### config.mk
export PLATFORM = sky130hd
export DESIGN_NAME = interval_booking_table_unit
export DESIGN_NICKNAME = d
export VERILOG_FILES = /design/src/design/ibt_pkg.sv /design/src/design/ibt_table_mem.sv /design/src/design/interval_booking_table_unit.sv
export SDC_FILE = /design/constraint.sdc
export NUM_CORES = 2
export LEC_CHECK = 0
export ABC_CLOCK_PERIOD_IN_PS = 13400
export BUFFER_PORTS_ARGS = -buffer_cell sky130_fd_sc_hd__buf_2
export CELL_PAD_IN_SITES_DETAIL_PLACEMENT = 0
export CELL_PAD_IN_SITES_GLOBAL_PLACEMENT = 1
export CORE_MARGIN = 1
export CORE_UTILIZATION = 45
export CTS_CLUSTER_SIZE = 8
export DETAILED_ROUTE_END_ITERATION = 12
export PLACE_DENSITY_LB_ADDON = 0.25
export SLEW_MARGIN = 10
export SYNTH_ARGS = -nofsm -noshare
export SYNTH_HDL_FRONTEND = slang
export SYNTH_SLANG_ARGS = --single-unit
### constraint.sdc
create_clock -name i_clk -period 13.4 [get_ports i_clk]
set_input_delay 0.67 -clock i_clk [delete_from_list [all_inputs] [get_ports i_clk]]
set_output_delay 0.67 -clock i_clk [all_outputs]
set_load 0.02 [all_outputs]
### src/design/ibt_pkg.sv
// ----------------------------------------------------------------------------
// ibt_pkg
// Shared types and constants for the interval booking table.
// ----------------------------------------------------------------------------
package ibt_pkg;

    localparam int TABLE_DEPTH = 64;
    localparam int TIME_BITS   = 32;
    localparam int ADDR_BITS   = (TABLE_DEPTH > 1) ? $clog2(TABLE_DEPTH) : 1;
    localparam int COUNT_BITS  = $clog2(TABLE_DEPTH + 1);
    localparam int FIELD_BITS  = 32;
    localparam int USED_BITS   = 7;

    typedef enum logic [1:0] {
        ST_ACCEPT  = 2'd0,
        ST_OVERLAP = 2'd1,
        ST_FULL    = 2'd2,
        ST_INVALID = 2'd3
    } t_status;

    typedef enum logic [0:0] {
        S_IDLE = 1'b0,
        S_SCAN = 1'b1
    } t_state;

    typedef struct packed {
        logic [FIELD_BITS-1:0] start_time;
        logic [FIELD_BITS-1:0] end_time;
    } t_req;

    typedef struct packed {
        t_status              status;
        logic [USED_BITS-1:0] entries_used;
    } t_rsp;

    typedef struct packed {
        logic [TIME_BITS-1:0] lo;
        logic [TIME_BITS-1:0] hi;
    } t_entry;

endpackage

### src/design/ibt_table_mem.sv
// ----------------------------------------------------------------------------
// ibt_table_mem
// Interval storage: one write port, one read port, registered read data.
// ----------------------------------------------------------------------------
module ibt_table_mem (
    input  logic                          i_clk,
    input  logic                          i_we,
    input  logic [ibt_pkg::ADDR_BITS-1:0] i_waddr,
    input  ibt_pkg::t_entry               i_wdata,
    input  logic                          i_re,
    input  logic [ibt_pkg::ADDR_BITS-1:0] i_raddr,
    output ibt_pkg::t_entry               o_rdata
);

    ibt_pkg::t_entry r_mem [ibt_pkg::TABLE_DEPTH];
    ibt_pkg::t_entry r_rdata;

    always_ff @(posedge i_clk) begin
        if (i_we) begin
            r_mem[i_waddr] <= i_wdata;
        end
    end

    always_ff @(posedge i_clk) begin
        if (i_re) begin
            r_rdata <= r_mem[i_raddr];
        end
    end

    assign o_rdata = r_rdata;

endmodule

### src/design/interval_booking_table_unit.sv
// ----------------------------------------------------------------------------
// interval_booking_table_unit
// Reservation table for half-open time intervals with an overlap check.
// ----------------------------------------------------------------------------
// A request word [start_time, end_time) is taken at a clock edge where start
// is high and busy is low. Exactly one result word follows, shown on o_rsp for
// one cycle while o_done is high; the receiver must take it then, it cannot
// hold results off. A request that is empty or reversed, that meets a full
// table, or that meets an empty table is answered in the cycle right after it
// is taken and busy never rises. Any other request scans every stored entry
// through the single read port of the table memory while busy is high: one
// read per stored entry, then the last compare, then a step that decides the
// result and writes the new entry back.
// The result is registered, so a new request may be taken in the cycle its
// predecessor's result is on the ports. Stored entries are the slots below the
// fill count, so reset needs no clearing pass over the memory.
// ----------------------------------------------------------------------------
module interval_booking_table_unit (
    input  logic          i_clk,
    input  logic          i_rst_n,
    input  logic          start,
    input  ibt_pkg::t_req i_req,
    output logic          busy,
    output logic          o_done,
    output ibt_pkg::t_rsp o_rsp
);

    // request interval, cut or extended to the time width
    logic [ibt_pkg::TIME_BITS-1:0] w_lo;
    logic [ibt_pkg::TIME_BITS-1:0] w_hi;

    ibt_pkg::t_state               r_state, n_state;
    logic [ibt_pkg::COUNT_BITS-1:0] r_count, n_count;
    logic [ibt_pkg::COUNT_BITS-1:0] r_idx, n_idx;
    logic                          r_cmp_vld, n_cmp_vld;
    logic                          r_hit, n_hit;
    logic [ibt_pkg::TIME_BITS-1:0] r_lo, n_lo;
    logic [ibt_pkg::TIME_BITS-1:0] r_hi, n_hi;
    logic                          r_done, n_done;
    ibt_pkg::t_rsp                 r_rsp, n_rsp;

    logic                          w_we;
    ibt_pkg::t_entry               w_wdata;
    logic                          w_re;
    ibt_pkg::t_entry               w_rdata;
    logic                          w_hit_now;
    logic                          w_take;

    assign w_lo   = ibt_pkg::TIME_BITS'(i_req.start_time);
    assign w_hi   = ibt_pkg::TIME_BITS'(i_req.end_time);
    assign w_take = start && (r_state == ibt_pkg::S_IDLE);

    // compare the entry read last cycle against the pending request
    assign w_hit_now = r_cmp_vld && (w_rdata.lo < r_hi) && (w_rdata.hi > r_lo);

    ibt_table_mem u_mem (
        .i_clk   (i_clk),
        .i_we    (w_we),
        .i_waddr (r_count[ibt_pkg::ADDR_BITS-1:0]),
        .i_wdata (w_wdata),
        .i_re    (w_re),
        .i_raddr (r_idx[ibt_pkg::ADDR_BITS-1:0]),
        .o_rdata (w_rdata)
    );

    always_ff @(posedge i_clk) begin
        if (!i_rst_n) begin
            r_state   <= ibt_pkg::S_IDLE;
            r_count   <= '0;
            r_idx     <= '0;
            r_cmp_vld <= 1'b0;
            r_hit     <= 1'b0;
            r_done    <= 1'b0;
        end else begin
            r_state   <= n_state;
            r_count   <= n_count;
            r_idx     <= n_idx;
            r_cmp_vld <= n_cmp_vld;
            r_hit     <= n_hit;
            r_done    <= n_done;
        end
    end

    always_ff @(posedge i_clk) begin
        r_lo  <= n_lo;
        r_hi  <= n_hi;
        r_rsp <= n_rsp;
    end

    always_comb begin
        n_state   = r_state;
        n_count   = r_count;
        n_idx     = r_idx;
        n_cmp_vld = 1'b0;
        n_hit     = r_hit;
        n_lo      = r_lo;
        n_hi      = r_hi;
        n_done    = 1'b0;
        n_rsp     = r_rsp;
        w_we      = 1'b0;
        w_re      = 1'b0;
        w_wdata   = '{lo: w_lo, hi: w_hi};

        case (r_state)
            ibt_pkg::S_IDLE: begin
                if (start) begin
                    n_lo = w_lo;
                    n_hi = w_hi;
                    if (w_lo >= w_hi) begin
                        // empty or reversed: answer at once, keep the table
                        n_done = 1'b1;
                        n_rsp  = '{status: ibt_pkg::ST_INVALID,
                                   entries_used: ibt_pkg::USED_BITS'(r_count)};
                    end else if (r_count == ibt_pkg::COUNT_BITS'(ibt_pkg::TABLE_DEPTH)) begin
                        n_done = 1'b1;
                        n_rsp  = '{status: ibt_pkg::ST_FULL,
                                   entries_used: ibt_pkg::USED_BITS'(r_count)};
                    end else if (r_count == '0) begin
                        // nothing to scan: store straight away
                        w_we    = 1'b1;
                        n_count = r_count + 1'b1;
                        n_done  = 1'b1;
                        n_rsp   = '{status: ibt_pkg::ST_ACCEPT,
                                    entries_used: ibt_pkg::USED_BITS'(n_count)};
                    end else begin
                        n_state = ibt_pkg::S_SCAN;
                        n_idx   = '0;
                        n_hit   = 1'b0;
                    end
                end
            end
            ibt_pkg::S_SCAN: begin
                n_hit = r_hit || w_hit_now;
                if (r_idx != r_count) begin
                    // issue the next read, compare it in the cycle after
                    w_re      = 1'b1;
                    n_cmp_vld = 1'b1;
                    n_idx     = r_idx + 1'b1;
                end else if (!r_cmp_vld) begin
                    // last compare has landed: decide and write back
                    n_state = ibt_pkg::S_IDLE;
                    n_done  = 1'b1;
                    w_wdata = '{lo: r_lo, hi: r_hi};
                    if (r_hit) begin
                        n_rsp = '{status: ibt_pkg::ST_OVERLAP,
                                  entries_used: ibt_pkg::USED_BITS'(r_count)};
                    end else begin
                        w_we    = 1'b1;
                        n_count = r_count + 1'b1;
                        n_rsp   = '{status: ibt_pkg::ST_ACCEPT,
                                    entries_used: ibt_pkg::USED_BITS'(n_count)};
                    end
                end
            end
            default: begin
                n_state = ibt_pkg::S_IDLE;
            end
        endcase
    end

    assign busy   = (r_state != ibt_pkg::S_IDLE);
    assign o_done = r_done;
    assign o_rsp  = r_rsp;

    // fill count never passes the table depth
    a_count_bound: assert property (@(posedge i_clk) disable iff (!i_rst_n)
        r_count <= ibt_pkg::COUNT_BITS'(ibt_pkg::TABLE_DEPTH))
        else $error("fill count beyond table depth");

    // every table write is reported as an accepted request
    a_write_accept: assert property (@(posedge i_clk) disable iff (!i_rst_n)
        w_we |=> (o_done && (o_rsp.status == ibt_pkg::ST_ACCEPT)))
        else $error("table write without accept result");

    // an empty interval is rejected in the next cycle
    a_invalid_fast: assert property (@(posedge i_clk) disable iff (!i_rst_n)
        (w_take && (w_lo >= w_hi)) |=>
            (o_done && (o_rsp.status == ibt_pkg::ST_INVALID)))
        else $error("empty interval not rejected");

    // reported count matches the fill count after the request
    a_used_match: assert property (@(posedge i_clk) disable iff (!i_rst_n)
        o_done |-> (o_rsp.entries_used == ibt_pkg::USED_BITS'(r_count)))
        else $error("entries_used out of step with fill count");

    // no read and write of the table in the same cycle
    a_no_rw_clash: assert property (@(posedge i_clk) disable iff (!i_rst_n)
        !(w_we && w_re))
        else $error("read and write collide on table memory");

endmodule
==> flow_summary.ini <==
[floorplan]
top_level_ports = 78
core_region_area_um2 = 360000
die_y_um = 604.3
die_w_um = 604.3
floorplan.die_area_um2 = 365200
std_cell_rows = 220
initial_core_util_pct = 45.34

[yosys]
netlist.top_cell.by_area = sky130_fd_sc_hd__edfxtp_1
async_flop_share_pct = 0
netlist.area_leader.share_pct = 77.86
syn_avg_cell_area_um2 = 24.69
synth_ff_type = sky130_fd_sc_hd__edfxtp_1
synth_top_cells_by_area = sky130_fd_sc_hd__edfxtp_1 78%, sky130_fd_sc_hd__mux4_2 19%, sky130_fd_sc_hd__ha_1 0.75%, sky130_fd_sc_hd__clkbuf_1 0.47%, sky130_fd_sc_hd__buf_2 0.32%
syn_nets = 6776
synth_cells = 6611
synthesis_warnings = 0
post_synth_instance_area_um2 = 163300
post_synth_num_cell_types = 56
ys_seq_area_share_pct = 78.08
ys_seq_elements = 4251
synth_edf_count = 4233

[route]
detail_route.first_pass.iterations = 5
num_vias = 76555
ant_nets = 0
vias_per_cell = 6.302
detail_route.wirelength_mm = 451.8
drc = 0
drt-wirelength-per-cell_um = 37.19
detailed_router_s_first_iteration_violation_count = 9616

[timing]
timing_max_transition_violations_final = 0
grt_setup_unrepaired = no
totalNegativeSetupSlack_ps = 0
final_min_period_over_clock_period_pct = 45.94
minimum_clock_period_after_layout_ps = 6156
fmaxAchievable_ghz = 0.1624
clock_skew_ps = 44.03
setup-violations-final = 0
slew_headroom_pct = 17.93
final-hold-violation-count = 0
worst-slew-pin-transition_ps = 1231

[global_route]
grt_pass1_vias = 78618
maximum_number_of_pins_on_one_net_before_global_route_repair = 126
grt_use_total_pct = 24.73
antenna_found_initial = 27
grt_first_pass_wirelength_mm = 626.7
global_route.overflow_total = 0

[place]
number_of_port_buffers = 77
dp_hpwl_mm = 252.8
dpl-instance-area_um2 = 171500
finalWeightedCongestion = 0.8308
place.detailed.instances = 11381

[cells_and_area]
layout-drive-gt1-share_pct = 33.73
post_route_core_utilization_pct = 52.33
multiInputGateArea_um2 = 35170
design.final.nets = 7440
final-instance-count-excl-fill = 12148
ff_latch_area_um2 = 127500
syn_to_final_growth_pct = 15.41
num-fill-cells = 27177
postLayoutCellArea_um2 = 188400

[worst_setup_path]
critical_path_maximum_fanout = 109
critPathArrivalTime_ps = 6880
critical_path_required_ps = 14120
endpoint_kind = register
critical_path.cell_chain = buf_12, buf_4, buf_4, buf_4, mux4_2, mux4_2, mux4_2
path_class = register to register
slowest_delay_ps = 850
crit_slowest_cell = sky130_fd_sc_hd__dfxtp_4
timing.critical_path.from_type = register

[cts]
hold_buffers = 63
cts_resized = 0
worst_setup_hold_path_clk_slew_ps = 50
cts-buffers-inserted = 602
tritoncts_clock_tree = done
postCtsSetupRepairBufs = 0
cts.sinks = 4251
htreeDepth = 6
cts-root-buf = sky130_fd_sc_hd__clkbuf_16
clk-insertion-delay-late_ps = 1030
clock_tree.buffer_depth = 4

[pwr]
power_per_cell_area_nw_per_um2 = 171.8
power.combinational.fraction_pct = 9.9
p_seq_share_pct = 48.5
fin_total_pwr_mw = 32.36
power_frac_clock_pct = 41.7
p_leak_nw = 57.24
vdd.ir_drop.worst_v = 0.0001478
internal_power_mw = 24.74
power.net_switching_mw = 7.624
switching_share_pct = 23.56

[outcome]
outcome = completed

[worst_hold_path]
worstHoldPathType = input port to register

[job]
max_cap_viol_count = 0
-- routing by layer --
layer,wire (um),vias up,GRT usage [%]
met4,13870,6,7.354
met1,180200,42476,34.26
li1,-,29813,-
met5,46,-,0
met3,32160,674,3.697
met2,225500,3586,40.96
-- power groups by stage --
stage / clock network [mW] / logic [mW] / registers, mW
floorplan: 0 / 1.78 / 16.0
global placement: 0 / 3.15 / 15.9
detailed placement: 0 / 3.23 / 15.9
CTS: 13.7 / 3.24 / 15.7
global route: 14.2 / 3.38 / 15.7
finish: 13.5 / 3.20 / 15.7
-- cell usage in the layout (no fill, tap or decap), drive strengths merged, types with 63 or more instances in the layout --
master / instances
ha: 98
edfxtp: 4233
dlygate4sd3: 63
buf: 334
o21ai: 85
mux4: 1344
nor2: 90
clkbuf: 651
nand2: 104
inv: 134
-- cell type report --
type,count,share of cell area (%)
Multi-Input combinational cell,1914,18.67
Antenna cell,7,0.009297
Tap cell,4773,3.170
Inverter,109,0.2211
Clock buffer,651,8.217
Sequential cell,4251,67.67
Timing Repair Buffer,397,1.623
Clock inverter,46,0.4237
-- sequential cells by signal (all words and copies together) (netlist names) --
register / cells
r_cmp_vld: 1
r_hit: 1
u_mem.o_rdata: 64
r_hi: 32
r_count: 7
busy: 1
o_rsp: 9
u_mem.r_mem: 4096
r_lo: 32
r_idx: 7
o_done: 1
-- synth_stat cells, types with 3 or more instances --
cell type / instances
sky130_fd_sc_hd__o221a_1: 5
sky130_fd_sc_hd__mux2_2: 3
sky130_fd_sc_hd__and3_1: 10
sky130_fd_sc_hd__nor4_1: 5
sky130_fd_sc_hd__nor3_1: 10
sky130_fd_sc_hd__xnor2_1: 6
sky130_fd_sc_hd__dfxtp_1: 18
sky130_fd_sc_hd__or4_1: 3
sky130_fd_sc_hd__a31o_2: 3
sky130_fd_sc_hd__buf_2: 105
sky130_fd_sc_hd__nand2b_1: 4
sky130_fd_sc_hd__o21ai_0: 85
sky130_fd_sc_hd__a21oi_1: 35
sky130_fd_sc_hd__or3_1: 7
sky130_fd_sc_hd__a2111oi_0: 5
sky130_fd_sc_hd__a31oi_1: 4
sky130_fd_sc_hd__nor2_1: 90
sky130_fd_sc_hd__clkbuf_1: 205
sky130_fd_sc_hd__o31ai_1: 4
sky130_fd_sc_hd__nand4_1: 19
sky130_fd_sc_hd__xor2_1: 4
sky130_fd_sc_hd__edfxtp_1: 4233
sky130_fd_sc_hd__mux4_2: 1344
sky130_fd_sc_hd__a211oi_1: 8
sky130_fd_sc_hd__buf_1: 26
sky130_fd_sc_hd__nand3_1: 18
sky130_fd_sc_hd__o211ai_1: 3
sky130_fd_sc_hd__ha_1: 98
sky130_fd_sc_hd__a21o_1: 4
sky130_fd_sc_hd__nand2_1: 104
sky130_fd_sc_hd__o22ai_1: 4
sky130_fd_sc_hd__inv_1: 109
-- metrics by stage --
stage | hold slack, ps | setup slack, ps
2_1_floorplan | 494.0 | 7516
3_3_place_gp | 559.5 | 6784
3_5_place_dp | 581.0 | 6966
4_1_cts | 62.55 | 6954
5_1_grt | 90.86 | 6709
6_report | 130.8 | 7244
-- worst paths after layout --
check             from                 to  slack (ps)  cells past startpoint
max           r_idx[0]  u_mem.o_rdata[29]        7240                      7
min          i_req[63]           r_lo[31]         130                      1
max reg2reg   r_idx[0]  u_mem.o_rdata[29]        7240                      7
min reg2reg      r_hit              r_hit         590                      2
-- cells by family after synthesis --
logic type	count (synthesis)	synth area share [%]
and+or+nand+nor	281	0.7794
xor gates and xnor gates	10	0.05365
adders and majority gates	98	0.7511
DFF	4251	78.08
buffers and inverters	446	1.111
AOI/OAI and AO/OA	177	0.6545
muxes	1348	18.57
-- worst max-delay path: cells and delay by family (launching register included) --
kind	cells	cell delay [ps]
flip-flops	1	850
multiplexers	3	1650
buffers and inverters	4	3100
Power figures use the tool's default switching activity.
